File: config.mk
export PLATFORM = sky130hd
export DESIGN_NAME = line_point_rasterizer
export DESIGN_NICKNAME = d
export VERILOG_FILES = /design/src/rtl/lpr_pkg.sv /design/src/rtl/lpr_ctrl.sv /design/src/rtl/lpr_dp.sv /design/src/rtl/line_point_rasterizer.sv
export SDC_FILE = /design/constraint.sdc
export NUM_CORES = 1
export LEC_CHECK = 0
export BUFFER_PORTS_ARGS = -buffer_cell sky130_fd_sc_hd__buf_2
export CORE_MARGIN = 4
export CORE_UTILIZATION = 40
export CTS_BUF_LIST = sky130_fd_sc_hd__clkbuf_2
export DETAILED_ROUTE_END_ITERATION = 10
export PLACE_DENSITY = 0.68
export SLEW_MARGIN = 20
export SYNTH_ARGS = -nofsm -noshare
export SYNTH_HDL_FRONTEND = slang
export SYNTH_SLANG_ARGS = --single-unit
File: constraint.sdc
create_clock -name clk -period 2.97 [get_ports clk]
set_input_delay 0.594 -clock clk [delete_from_list [all_inputs] [get_ports clk]]
set_output_delay 0.594 -clock clk [all_outputs]
set_load 0.1 [all_outputs]
File: src/rtl/lpr_pkg.sv
// Shared types and constants for the line point rasteriser.
// Used by the controller, the datapath and the top level; depends on nothing.
package lpr_pkg;

    // Coordinate width fixed by the stream fields
    localparam int CoordW       = 6;
    localparam int GridSizeDef  = 64;

    // Stream widths: four coordinates in, row and column out (padded to bytes)
    localparam int InDataW  = 4 * CoordW;
    localparam int OutDataW = ((2 * CoordW + 7) / 8) * 8;

    // Commands from the controller to the datapath
    typedef struct packed {
        logic capture;   // register the clamped endpoints
        logic setup_a;   // form the deltas and their magnitudes
        logic setup_b;   // pick the major axis and order the endpoints
        logic step;      // load the output register and advance one cell
    } lpr_cmd_t;

    // Status from the datapath to the controller
    typedef struct packed {
        logic zero;      // both endpoints equal
        logic last;      // current cell is the final one of the line
    } lpr_sts_t;

endpackage

File: src/rtl/lpr_ctrl.sv
// Controller state machine for the line point rasteriser.
// Depends on lpr_pkg; drives the datapath through lpr_cmd_t and owns the output valid.
module lpr_ctrl
    import lpr_pkg::*;
(
    input  logic     clk,
    input  logic     rst_n,
    input  logic     s_tvalid,
    output logic     s_tready,
    output logic     m_tvalid,
    input  logic     m_tready,
    output lpr_cmd_t cmd,
    input  lpr_sts_t sts
);

    typedef enum logic [1:0] {
        ST_IDLE,
        ST_SET_A,
        ST_SET_B,
        ST_RUN
    } state_t;

    state_t state_reg, state_next;
    logic   m_tvalid_reg, m_tvalid_next;
    logic   load_ok;

    // The output register may take a new cell when empty or being drained
    assign load_ok = !m_tvalid_reg || m_tready;

    // Decode commands and next state
    always_comb
    begin
        state_next    = state_reg;
        cmd           = '0;
        m_tvalid_next = m_tvalid_reg && !m_tready;
        unique case (state_reg)
            ST_IDLE:
            begin
                if (s_tvalid)
                begin
                    cmd.capture = 1'b1;
                    state_next  = ST_SET_A;
                end
            end
            ST_SET_A:
            begin
                cmd.setup_a = 1'b1;
                state_next  = ST_SET_B;
            end
            ST_SET_B:
            begin
                cmd.setup_b = 1'b1;
                state_next  = ST_RUN;
            end
            ST_RUN:
            begin
                if (load_ok)
                begin
                    cmd.step      = 1'b1;
                    m_tvalid_next = 1'b1;
                    if (sts.zero || sts.last)
                    begin
                        state_next = ST_IDLE;
                    end
                end
            end
            default:
            begin
                state_next = ST_IDLE;
            end
        endcase
    end

    // Hold state and the output valid
    always_ff @(posedge clk or negedge rst_n)
    begin
        if (!rst_n)
        begin
            state_reg    <= ST_IDLE;
            m_tvalid_reg <= 1'b0;
        end
        else
        begin
            state_reg    <= state_next;
            m_tvalid_reg <= m_tvalid_next;
        end
    end

    assign s_tready = (state_reg == ST_IDLE);
    assign m_tvalid = m_tvalid_reg;

endmodule

File: src/rtl/lpr_dp.sv
// Datapath for the line point rasteriser: endpoint registers, setup arithmetic,
// the incremental floor-interpolation stepper and the output register. Depends on lpr_pkg.
module lpr_dp
    import lpr_pkg::*;
#(
    parameter int GRID_SIZE = GridSizeDef
)
(
    input  logic                clk,
    input  logic                rst_n,
    input  logic [InDataW-1:0]  s_tdata,
    input  lpr_cmd_t            cmd,
    output lpr_sts_t            sts,
    output logic [OutDataW-1:0] m_tdata,   // [5:0] point_row, [11:6] point_col, rest zero
    output logic                m_tuser,   // [0] point_valid
    output logic                m_tlast
);

    localparam int MaxCoord = GRID_SIZE - 1;
    localparam int AccW     = CoordW + 2;

    typedef logic [CoordW-1:0] coord_t;

    coord_t                   in_r0, in_c0, in_r1, in_c1;
    coord_t                   r0_reg, c0_reg, r1_reg, c1_reg;
    logic signed [CoordW:0]   dr_reg, dc_reg;
    coord_t                   adr_reg, adc_reg;
    logic                     zero_reg;
    logic                     row_major_reg;
    coord_t                   major_reg, minor_reg;
    coord_t                   span_reg, rem_reg;
    logic signed [CoordW:0]   dmin_reg;
    logic signed [AccW-1:0]   acc_reg;
    coord_t                   out_row_reg, out_col_reg;
    logic                     out_valid_reg, out_last_reg;

    logic signed [CoordW:0]   dr_w, dc_w;
    logic                     rm_w, swap_w;
    logic signed [CoordW:0]   dmaj_w, dmn_w;
    logic signed [AccW-1:0]   acc_sum, span_ext;

    // Saturate a coordinate to the grid
    function automatic coord_t clamp(input coord_t v);
        coord_t res;
        res = v;
        if (int'(v) > MaxCoord)
        begin
            res = CoordW'(MaxCoord);
        end
        return res;
    endfunction

    assign in_r0 = clamp(s_tdata[CoordW-1:0]);
    assign in_c0 = clamp(s_tdata[2*CoordW-1:CoordW]);
    assign in_r1 = clamp(s_tdata[3*CoordW-1:2*CoordW]);
    assign in_c1 = clamp(s_tdata[4*CoordW-1:3*CoordW]);

    assign dr_w = $signed({1'b0, r1_reg}) - $signed({1'b0, r0_reg});
    assign dc_w = $signed({1'b0, c1_reg}) - $signed({1'b0, c0_reg});

    // Major axis is the larger span; a tie goes to the column
    assign rm_w   = (adc_reg < adr_reg);
    assign dmaj_w = rm_w ? dr_reg : dc_reg;
    assign dmn_w  = rm_w ? dc_reg : dr_reg;
    assign swap_w = dmaj_w[CoordW];

    assign acc_sum  = acc_reg + AccW'(dmin_reg);
    assign span_ext = $signed({2'b00, span_reg});

    // Capture endpoints and run the setup steps
    always_ff @(posedge clk)
    begin
        if (cmd.capture)
        begin
            r0_reg <= in_r0;
            c0_reg <= in_c0;
            r1_reg <= in_r1;
            c1_reg <= in_c1;
        end
        if (cmd.setup_a)
        begin
            dr_reg   <= dr_w;
            dc_reg   <= dc_w;
            adr_reg  <= dr_w[CoordW] ? CoordW'(-dr_w) : dr_w[CoordW-1:0];
            adc_reg  <= dc_w[CoordW] ? CoordW'(-dc_w) : dc_w[CoordW-1:0];
            zero_reg <= (r0_reg == r1_reg) && (c0_reg == c1_reg);
        end
        if (cmd.setup_b)
        begin
            row_major_reg <= rm_w;
            if (swap_w)
            begin
                major_reg <= rm_w ? r1_reg : c1_reg;
                minor_reg <= rm_w ? c1_reg : r1_reg;
                dmin_reg  <= -dmn_w;
            end
            else
            begin
                major_reg <= rm_w ? r0_reg : c0_reg;
                minor_reg <= rm_w ? c0_reg : r0_reg;
                dmin_reg  <= dmn_w;
            end
            span_reg <= rm_w ? adr_reg : adc_reg;
            rem_reg  <= rm_w ? adr_reg : adc_reg;
            acc_reg  <= '0;
        end
        // Advance one major step; the accumulator stays in [0, span)
        if (cmd.step)
        begin
            major_reg <= major_reg + 1'b1;
            rem_reg   <= rem_reg - 1'b1;
            if (acc_sum < 0)
            begin
                acc_reg   <= acc_sum + span_ext;
                minor_reg <= minor_reg - 1'b1;
            end
            else if (acc_sum >= span_ext)
            begin
                acc_reg   <= acc_sum - span_ext;
                minor_reg <= minor_reg + 1'b1;
            end
            else
            begin
                acc_reg <= acc_sum;
            end
        end
    end

    // Load the output register with the current cell or the empty marker
    always_ff @(posedge clk or negedge rst_n)
    begin
        if (!rst_n)
        begin
            out_row_reg   <= '0;
            out_col_reg   <= '0;
            out_valid_reg <= 1'b0;
            out_last_reg  <= 1'b0;
        end
        else if (cmd.step)
        begin
            if (zero_reg)
            begin
                out_row_reg   <= '0;
                out_col_reg   <= '0;
                out_valid_reg <= 1'b0;
                out_last_reg  <= 1'b1;
            end
            else
            begin
                out_row_reg   <= row_major_reg ? major_reg : minor_reg;
                out_col_reg   <= row_major_reg ? minor_reg : major_reg;
                out_valid_reg <= 1'b1;
                out_last_reg  <= (rem_reg == CoordW'(1));
            end
        end
    end

    assign sts.zero = zero_reg;
    assign sts.last = (rem_reg == CoordW'(1));

    assign m_tdata = OutDataW'({out_col_reg, out_row_reg});
    assign m_tuser = out_valid_reg;
    assign m_tlast = out_last_reg;

endmodule

File: src/rtl/line_point_rasterizer.sv
// Line point rasteriser: emits the grid cells of the line between two endpoints.
// Usage:
//   Slave channel: one transfer carries both endpoints. tdata holds
//   start_row, start_col, end_row, end_col, six bits each, from bit 0 up.
//   Master channel: one transfer per cell, row in tdata[5:0], column in
//   tdata[11:6]; tuser is point_valid and tlast marks the final cell.
//   The cells run along the major axis (larger span, column on a tie) from
//   the lower major endpoint up to but excluding the other one; the minor
//   coordinate is the exact floor of the interpolation. Equal endpoints give
//   a single transfer with tuser low, tlast high and zero coordinates.
//   Coordinates above GRID_SIZE-1 are saturated on input.
// Timing:
//   After the input transfer the setup states ST_SET_A and ST_SET_B follow,
//   then ST_RUN loads the first cell into the output register. Cells leave
//   at one per cycle, while the receiver accepts them, from a single
//   accumulate-and-correct stepper.
//   The next input is taken once the final cell sits in the output register.
//   When the receiver stalls the output register holds its cell and the
//   stepper waits. Reset empties the output register and returns to idle.
module line_point_rasterizer
    import lpr_pkg::*;
#(
    parameter int GRID_SIZE = GridSizeDef
)
(
    input  logic                clk,
    input  logic                rst_n,
    input  logic                s_tvalid,
    output logic                s_tready,
    input  logic [InDataW-1:0]  s_tdata,   // start_row, start_col, end_row, end_col
    output logic                m_tvalid,
    input  logic                m_tready,
    output logic [OutDataW-1:0] m_tdata,   // point_row, point_col, zero padding
    output logic                m_tuser,   // point_valid
    output logic                m_tlast    // last_point
);

    lpr_cmd_t cmd;
    lpr_sts_t sts;

    lpr_ctrl u_ctrl (
        .clk      (clk),
        .rst_n    (rst_n),
        .s_tvalid (s_tvalid),
        .s_tready (s_tready),
        .m_tvalid (m_tvalid),
        .m_tready (m_tready),
        .cmd      (cmd),
        .sts      (sts)
    );

    lpr_dp #(
        .GRID_SIZE (GRID_SIZE)
    ) u_dp (
        .clk     (clk),
        .rst_n   (rst_n),
        .s_tdata (s_tdata),
        .cmd     (cmd),
        .sts     (sts),
        .m_tdata (m_tdata),
        .m_tuser (m_tuser),
        .m_tlast (m_tlast)
    );

endmodule

==> Word-level counts from Yosys, hierarchy flattened <==
Index checks and enable logic that the tools add are counted.
{ "word_totals": {"register_bits": 108, "inputBits": 28, "output_inout_bits": 20, "word_cells": 97} }
{ "op_classes": {"n_addsub": 12, "order_cmp": 3, "n_eq_ne": 9, "mux": 42, "n_reduce_logical": 9} }
{ "ops": {"columns": ["operator", "n"], "rows": [
  ["$mux W6", 21],
  ["$mux W8", 4],
  ["$mux W7", 3],
  ["$add A8 B7 Y8", 2],
  ["$sub A6 B6 Y7", 2],
  ["$add A6 B1 Y6 const B", 2],
  ["$eq A6 B6 Y1", 2],
  ["$neg A6 Y6", 2],
  ["$sub A6 B1 Y6 const B", 2],
  ["$mux W1", 10],
  ["$ge A8 B7 Y1", 1],
  ["$lt A8 B1 Y1 const B", 1],
  ["$pmux W2 S4", 1],
  ["$sub A8 B7 Y8", 1],
  ["$neg A7 Y7", 1],
  ["$eq A6 B1 Y1 const B", 1],
  ["$lt A6 B6 Y1", 1],
  ["$mux W2", 3],
  ["$eq A2 B2 Y1 const B", 2],
  ["$ne A2 B1 Y1 const B", 2],
  ["$reduce_and A3 Y1", 1],
  ["$eq A2 B1 Y1 const B", 1],
  ["$logic_and A1 B1 Y1", 2],
  ["$logic_not A1 Y1", 2],
  ["4 further kinds", 5]
]} }

==> Longest topological paths before layout <==
Gate-level depths: netlist of run 1.
{ "depth": {"depth_word": 7, "mapped_depth": 14} }

==> By module <==
From an unflattened synthesis of run 1, not the netlist that was laid out.
{ "hier_totals": {"hier_cells": 631, "hier_area_um2": 6652.6} }
{ "modules_own_cells": {"columns": ["module", "instances", "cells_per_inst", "area_per_inst_um2", "seq_area_each_um2"], "rows": [
  ["lpr_dp", 1, 611, 6428.7, 2962.8],
  ["lpr_ctrl", 1, 20, 224.0, 75.1]
]} }

==> Least setup slack after synthesis of run 1 <==
No wires, ideal clock.
{ "synth_timing": {"path_type": "register -> register", "startpoint": "register u_dp.acc_reg[0]", "endpoint": "register u_dp.acc_reg[2] (data pin)", "setup_time_ns": 0.266, "arrival_ns": 2.761, "t_required_ns": 2.704, "path_slack_ns": -0.057, "stages_incl_launch_ff": 13, "synth_period_minus_slack_ns": 3.027, "cell_sequence": "edfxtp_1 > ha_1 > fa_1 > xor2_1 > ha_1 > buf_2 > and4b_1 > nor3_1 > a221oi_4 > nor2_8 > mux2i_1 > mux2_2 > nor2_1"} }
{ "synth_between": {"elab_chain_len": 5} }
{ "synth_rtl": {"columns": ["item", "line", "rtl"], "rows": [
  ["start: declaration", "lpr_dp.sv:33", "logic signed [AccW-1:0] acc_reg;"],
  ["start signal: assignment", "lpr_dp.sv:114", "acc_reg <= acc_sum + span_ext;"],
  ["start signal: assignment", "lpr_dp.sv:119", "acc_reg <= acc_sum - span_ext;"],
  ["start signal: assignment", "lpr_dp.sv:124", "acc_reg <= acc_sum;"],
  ["$add A8 B7 Y8 (*)", "lpr_dp.sv:67", "assign acc_sum = acc_reg + AccW'(dmin_reg);"],
  ["$sub A8 B7 Y8 / $ge A8 B7 Y1 (equally long branches)", "lpr_dp.sv:119, lpr_dp.sv:117", null],
  ["$mux W8", "lpr_dp.sv:117", "else if (acc_sum >= span_ext)"],
  ["$mux W8 (*)", "lpr_dp.sv:112", "if (acc_sum < 0)"],
  ["$mux W8 (*)", "lpr_dp.sv:108", "if (cmd.step)"]
]} }
Every way passes the cells marked *; elsewhere a longest branch is shown, timed or not.
A chain may end at the register's enable or synchronous reset.

==> Worst setup path in the final report of run 1 <==
{ "layout_timing": {"startpoint": "register u_dp.dmin_reg[1]", "endpoint": "register u_dp.acc_reg[6] (data pin)"} }
{ "layout_between": {"elab_chain_len": 5} }
{ "layout_rtl": {"columns": ["item", "line", "rtl"], "rows": [
  ["start: declaration", "lpr_dp.sv:32", "logic signed [CoordW:0] dmin_reg;"],
  ["start signal: assignment", "lpr_dp.sv:95", "dmin_reg <= -dmn_w;"],
  ["start signal: assignment", "lpr_dp.sv:101", "dmin_reg <= dmn_w;"],
  ["$add A8 B7 Y8 (*)", "lpr_dp.sv:67", null],
  ["$sub A8 B7 Y8 / $ge A8 B7 Y1 (equally long branches)", "lpr_dp.sv:119, lpr_dp.sv:117", null],
  ["$mux W8", "lpr_dp.sv:117", null],
  ["$mux W8 (*)", "lpr_dp.sv:112", null],
  ["$mux W8 (*)", "lpr_dp.sv:108", null]
]} }
Marks and branches as above.

==> run metrics, run 1 <==
WS Path Type=flop to flop; DRT Pass-1 Iters=4; Area growth, synth to finish=15.8%; CP Launch Type=flop; CTS tree=built; CTS Buf Count=9; Synth Flop Type=edfxtp_1; Final Hold Fails=0; CP Capture Type=flop; Clk pin slew, worst setup/hold paths=0.27 ns; Post-Syn Instances=629; port bufs=43; # setup viols final=5; fin. max-slew vios=0; critical path, cell by cell=buf_6 -> fa_2 -> buf_6 -> ha_4 -> and4b_1 -> nor3_4 -> a221oi_4 -> buf_6 -> buf_4 -> nand3b_1 -> a21o_1 -> a21oi_2; share of cells above drive strength 1=21.0%; synthesized flop and latch total=106; ys async rst share=16.0%; Post-synth EDFFs=83; CTS root buf=clkbuf_2; Finished Layout Cells=918; slowest cell delay on critical path=0.55 ns; Achievable Freq=333 MHz; global-route wire length before repair=23500 µm; sequential fraction of the synthesis area=46.0%; Die Y=137 µm; crit path DAT=3.44 ns; Critical Path Slowest Stage Cell=edfxtp_1; period utilisation layout=101%; latest clock arrival within the worst-skew pair=0.58 ns; final worst slack=-0.0336 ns; gr ovfl total=0; DRT Wirelength=14900 µm; Seq. cell area=3040 µm²; Synth area leaders=edfxtp_1 38%, ha_1 9.3%, dfrtp_1 6.4%; H-tree Lvls=3; Slew @ Worst Pin=1.04 ns; Iter 0 DRT Violations=314; RSZ-0062 raised after global routing=true; Die X=137 µm; placed inst area=7190 µm²; RePlAce Congestion=0.845; vias=4829; vias in the first global route=4782; synth unique cells=53; final-layout fill cell count=1438; total track usage=16.0%; Hold Path Depth=1; HPWL after DPL=11000 µm; Tightest Hold Check Type=input pin to flop; status=finished with violations; Core Area=16100 µm²; Largest register FFs=8; die area=18600 µm²; Crit path top cell by count=buf_6; Num Clock Sinks=106; synth warn=0; Clock Path Buffers=2; post-synth top area cell=edfxtp_1; Worst Skew=0.0170 ns; DRC Markers=0; area share of the largest cell type after synthesis=37.7%; vias per inst=5.26; failing checks=setup timing; largest net degree at the start of global routing=36; area of the mapped netlist=6610 µm²; Avg Cell Area, Syn=10.5 µm²; Layout Nets=778; Final Critical Period=3.00 ns; footprint of the multi-input gates=3490 µm²; Worst slew margin=30.9%; Worst Path Max Fanout=4; CP required=3.40 ns; initial antenna violation count=1; WL/cell=16.2 µm; MaxCap Viol Count=0; worst r2r path cells=12; row count=46; antenna-violating nets left=0; Initial Util=41.2%; IO Count=48; Placed Instances=887; Final Instance Area=7650 µm²
-- what timing repair did --
item / 4_1_cts / 5_1_grt
setup endpoints to repair: 14 / 14
endpoints found under the hold margin: 17 / 0
gates resized for setup: 22 / 26
setup buffers: 11 / 2
hold buffers: 1 / 0
pin swaps: 17 / 17
-- worst max-delay path: cells and delay by family (launching register included) --
kind,cells,cell delay (ns)
flip-flops,1,0.55
buffers and inverters,4,0.59
adder cells (fa/ha/maj),2,0.74
AND/OR/NAND/NOR,3,0.39
AO/OA/AOI/OAI,3,0.58
-- metrics by stage --
step | utilization [%] | hold WS [ns] | setup TNS, ns | worst slack, ns
after floorplan | - | 0.298 | 0 | 0.00713
after global placement | 44.7 | 0.456 | -0.568 | -0.0857
after detailed placement | 44.7 | 0.470 | -2.21 | -0.208
after CTS | 46.6 | 0.119 | -0.455 | -0.0583
after global routing | 47.7 | 0.0801 | -1.15 | -0.127
final | 47.7 | 0.161 | -0.107 | -0.0336
-- cell type report --
type,count,area share [%]
Tap cell,216,3.53
Inverter,50,2.45
Sequential cell,106,39.7
Antenna cell,1,0.0327
Clock inverter,7,0.883
Timing Repair Buffer,85,7.21
Clock buffer,9,0.588
Multi-Input combinational cell,444,45.6
-- layout by cell type (no fill, tap or decap), drive strengths merged, types with 12 or more instances in the layout --
cell / count
nand2: 56
inv: 51
dfrtp: 17
a21oi: 37
nor2: 36
buf: 84
o31ai: 19
o21ai: 39
a211oi: 12
edfxtp: 83
a21o: 14
xor2: 19
o211ai: 15
ha: 49
mux2i: 30
xnor2: 34
-- per-layer routing --
metal	vias to the layer above	part of all wire, %	track usage, %
met5	-	0	0
met2	90	50	27.7
met4	0	1.8	4.93
met1	2351	45	20.6
met3	19	3.4	2.65
li1	2369	-	-
-- Yosys cell counts, types with 7 or more instances --
| master | n |
|---|---|
| dfrtp_1 | 17 |
| mux2i_1 | 30 |
| nand3_1 | 11 |
| a21oi_1 | 36 |
| clkbuf_1 | 20 |
| nor3_1 | 7 |
| a21o_1 | 14 |
| xor2_1 | 19 |
| ha_1 | 49 |
| o21ai_0 | 36 |
| edfxtp_1 | 83 |
| nor2_1 | 35 |
| o211ai_1 | 15 |
| o31ai_1 | 19 |
| nand2_1 | 56 |
| a211oi_1 | 10 |
| inv_1 | 50 |
| nand2b_1 | 9 |
| xnor2_1 | 33 |
-- cells by family (layout without fill, tap and decap cells) --
| group | after synthesis | in the layout | share of synthesized area [%] |
|---|---|---|---|
| compound gates | 159 | 159 | 15.6 |
| xor+xnor | 53 | 53 | 7.13 |
| fa+ha+maj | 54 | 54 | 10.8 |
| buf+inv | 82 | 151 | 5.05 |
| flops | 106 | 106 | 46.0 |
| mux | 34 | 34 | 5.22 |
| other cells | 1 | 5 | 0.0567 |
| simple gates | 140 | 140 | 10.2 |
-- final timing paths --
kind | start | endpoint | slack (ns)
setup / recovery | u_dp.dmin_reg[1] | u_dp.acc_reg[6] | -0.03
hold / removal | s_tdata[11] | u_dp.c0_reg[5] | 0.16
setup reg to reg | u_dp.dmin_reg[1] | u_dp.acc_reg[6] | -0.03
hold reg to reg | u_dp.out_row_reg[0] | u_dp.out_row_reg[0] | 0.52
max in group asynchronous | rst_n | u_ctrl.state_reg[1] | 2.30
min in group asynchronous | rst_n | u_dp.out_col_reg[4] | 0.41
Power of run 1 is left out: the tool's default activity adds up to more than one toggle a clock period on the data nets, which glitch-free logic cannot reach.
==> run 2, diff against run 1 <==
--- a/config.mk
+++ b/config.mk
@@ -6,12 +6,15 @@
 export NUM_CORES = 1
 export LEC_CHECK = 0
 export BUFFER_PORTS_ARGS = -buffer_cell sky130_fd_sc_hd__buf_2
+export CELL_PAD_IN_SITES_DETAIL_PLACEMENT = 1
+export CELL_PAD_IN_SITES_GLOBAL_PLACEMENT = 1
 export CORE_MARGIN = 4
 export CORE_UTILIZATION = 40
 export CTS_BUF_LIST = sky130_fd_sc_hd__clkbuf_2
 export DETAILED_ROUTE_END_ITERATION = 10
-export PLACE_DENSITY = 0.68
+export PLACE_DENSITY = 0.8
 export SLEW_MARGIN = 20
 export SYNTH_ARGS = -nofsm -noshare
 export SYNTH_HDL_FRONTEND = slang
+export SYNTH_HIERARCHICAL = 1
 export SYNTH_SLANG_ARGS = --single-unit
==> run 2 against run 1 <==
Effect of this change: the flow still finishes with violations (setup timing); die area grew 0.59%; area after synthesis grew 0.62%; flip-flop and latch count is the same; routed wire length grew 14%; via count grew 2.3%; count of clock-buffer cells in the layout grew 2; register-to-register slack lost 0.12 ns.
==> run metrics, run 2 <==
period utilisation layout=105% (+4.1 points); worst path bufs/invs=2 (-2); Avg Cell Area, Syn=10.5 µm² (+0.31%); WS Path Type=flop to flop; area of the mapped netlist=6650 µm² (+0.62%); met1 usage=22.1% (+1.6 points); Tightest Hold Check Type=input pin to flop; sequential fraction of the synthesis area=45.7% (-0.29 points); status=finished with violations; Die X=137 µm (+0.30%); synth unique cells=67 (+26%); vias in the first global route=5324 (+11%); synth cell count leaders=83 x edfxtp_1, 51 x inv_1, 49 x ha_1, 47 x nand2_1, 37 x a21oi_1; DRT Wirelength=17000 µm (+14%); Clock Path Buffers=2 (unchanged); fin. max-slew vios=0 (unchanged); HPWL after DPL=12900 µm (+17%); DRC Markers=0 (unchanged); DRT Pass-1 Iters=4 (unchanged); critical path, cell by cell=ha_4 -> fa_2 -> xor2_2 -> ha_4 -> buf_6 -> and4b_2 -> o41ai_4 -> nand2b_4 -> buf_6 -> mux2i_1 -> a211oi_1; share of cells above drive strength 1=19.8% (-1.1 points); Num Clock Sinks=106 (unchanged); initial antenna violation count=0 (-1); Setup TNS=-1.20 ns (-1.10 ns); Antenna Cells=0 (-1); Largest register FFs=8 (unchanged); total track usage=18.6% (+2.6 points); Iter 0 DRT Violations=376 (+20%); GR met2 Demand/Resource=33.6% (+5.9 points); Clk pin slew, worst setup/hold paths=0.31 ns (+0.04 ns); Worst slew margin=34.1% (+3.2 points); final worst slack=-0.155 ns (-0.122 ns); met3 Usage GRT=3.46% (+0.81 points); vias per inst=5.39 (+2.4%); latest clock arrival within the worst-skew pair=0.66 ns (+0.08 ns); Core Area=16100 µm² (+0.36%); Final Critical Period=3.13 ns (+0.122 ns); commonest non-fill, non-tap cell in the layout=edfxtp_1; ys async rst share=16.0% (unchanged); Layout Nets=778 (unchanged); failing checks=setup timing; port bufs=43 (unchanged); Achievable Freq=320 MHz (-3.9%); global-route wire length before repair=27000 µm (+15%); row count=46 (unchanged); synthesized flop and latch total=106 (unchanged); final-layout fill cell count=1807 (+26%); MaxCap Viol Count=0 (unchanged); CP delay by family, top=adder cells; CP required=3.44 ns (+0.04 ns); Critical Path Slowest Stage Cell=edfxtp_1; Die Y=137 µm (+0.30%); Post-Syn Instances=631 (+0.32%); WL/cell=18.5 µm (+14%); RePlAce Congestion=0.857 (+1.4%); H-tree Lvls=3 (unchanged); vias=4941 (+2.3%); largest net degree at the start of global routing=34 (-5.6%); CP Capture Type=flop; antenna-violating nets left=0 (unchanged); gr ovfl total=0 (unchanged); RSZ-0062 raised after global routing=true; Slew @ Worst Pin=0.988 ns (-0.0486 ns); Synth area leaders=edfxtp_1 37%, ha_1 9.2%, dfrtp_1 6.4%; CP Launch Type=flop; die area=18800 µm² (+0.59%); CTS root buf=clkbuf_2; crit path DAT=3.59 ns (+0.15 ns); Initial Util=41.3% (+0.11 points); Placed Instances=890 (+0.34%); IO Count=48 (unchanged); global-route layer with the greatest usage=met2; slowest cell delay on critical path=0.49 ns (-0.06 ns); Finished Layout Cells=917 (-0.11%); most frequent cells in the layout=83 x edfxtp_1, 51 x inv_1, 46 x nand2_1, 43 x buf_2, 42 x ha_1; CTS tree=built; Area growth, synth to finish=13.7%; post-synth top area cell=edfxtp_1; Worst Skew=0.0458 ns (+0.0288 ns); area share of the largest cell type after synthesis=37.5% (-0.23 points); Post-synth EDFFs=83 (unchanged); Worst Path Max Fanout=4 (unchanged); Final Hold Fails=0 (unchanged); top-count cell post-synth=edfxtp_1; synth warn=6 (+6); CTS Buf Count=9 (unchanged); # setup viols final=14 (+9); Synth Flop Type=edfxtp_1
run 2: cell types whose count changed after synthesis, sizes merged, moves of 3 or more:
cell     delta
buf         +6
clkbuf      -5
mux2i       +4
nand2       -7
nand3       +3
o211ai      -7
o21bai      +6
o2bb2ai    +12
o31ai      -16
run 2: stage by stage:
| stage | hold slack [ns] | setup slack (ns) | instance area [µm²] | utilization (%) |
|---|---|---|---|---|
| 4_1_cts | 0.0584 | -0.115 | 7420 | 46.0 |
| 5_1_grt | 0.00340 | -0.241 | 7570 | 46.9 |
| 2_1_floorplan | 0.298 | 0.00146 | 6670 | - |
| 6_report | 0.0924 | -0.155 | 7570 | 46.9 |
| 3_3_place_gp | 0.465 | -0.0664 | 7220 | 44.8 |
| 3_5_place_dp | 0.468 | -0.229 | 7220 | 44.8 |
run 2: per-layer routing:
metal,wire length [µm],share of wire [%],vias to the layer above
li1,-,-,2361
met1,6850,40,2434
met2,8820,52,115
met3,908,5.3,31
met4,422,2.5,0
met5,0,0,-
run 2: cell families after synthesis:
group | after synthesis | share of synthesized area, %
flops | 106 | 45.7
buf+inv | 84 | 5.32
simple gates | 146 | 10.8
other cells | 1 | 0.0564
compound gates | 153 | 15.2
mux | 36 | 5.51
fa+ha+maj | 54 | 10.7
xor+xnor | 51 | 6.71
run 2: area by class of cell:
type	instances	area, µm²	share of cell area, %
inverters	51	191	2.53
flip-flops and latches	106	3040	40.2
repair buffers	84	541	7.14
well taps	216	270	3.57
clock buffers	11	55.1	0.728
clock inverters	5	31.3	0.413
multi-input cells	444	3440	45.5
run 2: what timing repair did:
action / in CTS / in global routing
pin swaps: 21 / 18
hold endpoints to repair: 17 / 0
endpoints found under the setup margin: 14 / 16
resized for setup: 15 / 18
setup buffers: 5 / 5
cloned: 0 / 0
hold buffers: 1 / 0
run 2: path summary, 6_finish.rpt:
kind                       slack (ns)                   to  cells past startpoint                 from
setup reg to reg                -0.16      u_dp/acc_reg[1]                     11      u_dp/acc_reg[0]
hold / removal                   0.09       u_dp/r0_reg[3]                      1           s_tdata[3]
max in group asynchronous        2.33  u_ctrl/state_reg[1]                      2                rst_n
min in group asynchronous        0.36  u_dp/out_row_reg[0]                      2                rst_n
hold reg to reg                  0.52  u_dp/out_col_reg[2]                      1  u_dp/out_col_reg[2]
setup / recovery                -0.16      u_dp/acc_reg[1]                     11      u_dp/acc_reg[0]
run 2: worst reg2reg max path, delay by kind of cell, from the launching register on:
kind / cells / cell delay, ns
AO/OA/AOI/OAI: 2 / 0.63
multiplexers: 1 / 0.11
XOR/XNOR: 1 / 0.24
adder cells (fa/ha/maj): 3 / 0.83
buffers and inverters: 2 / 0.25
AND/OR/NAND/NOR: 2 / 0.38
flip-flops: 1 / 0.49
Power of run 2 is left out for the same reason.
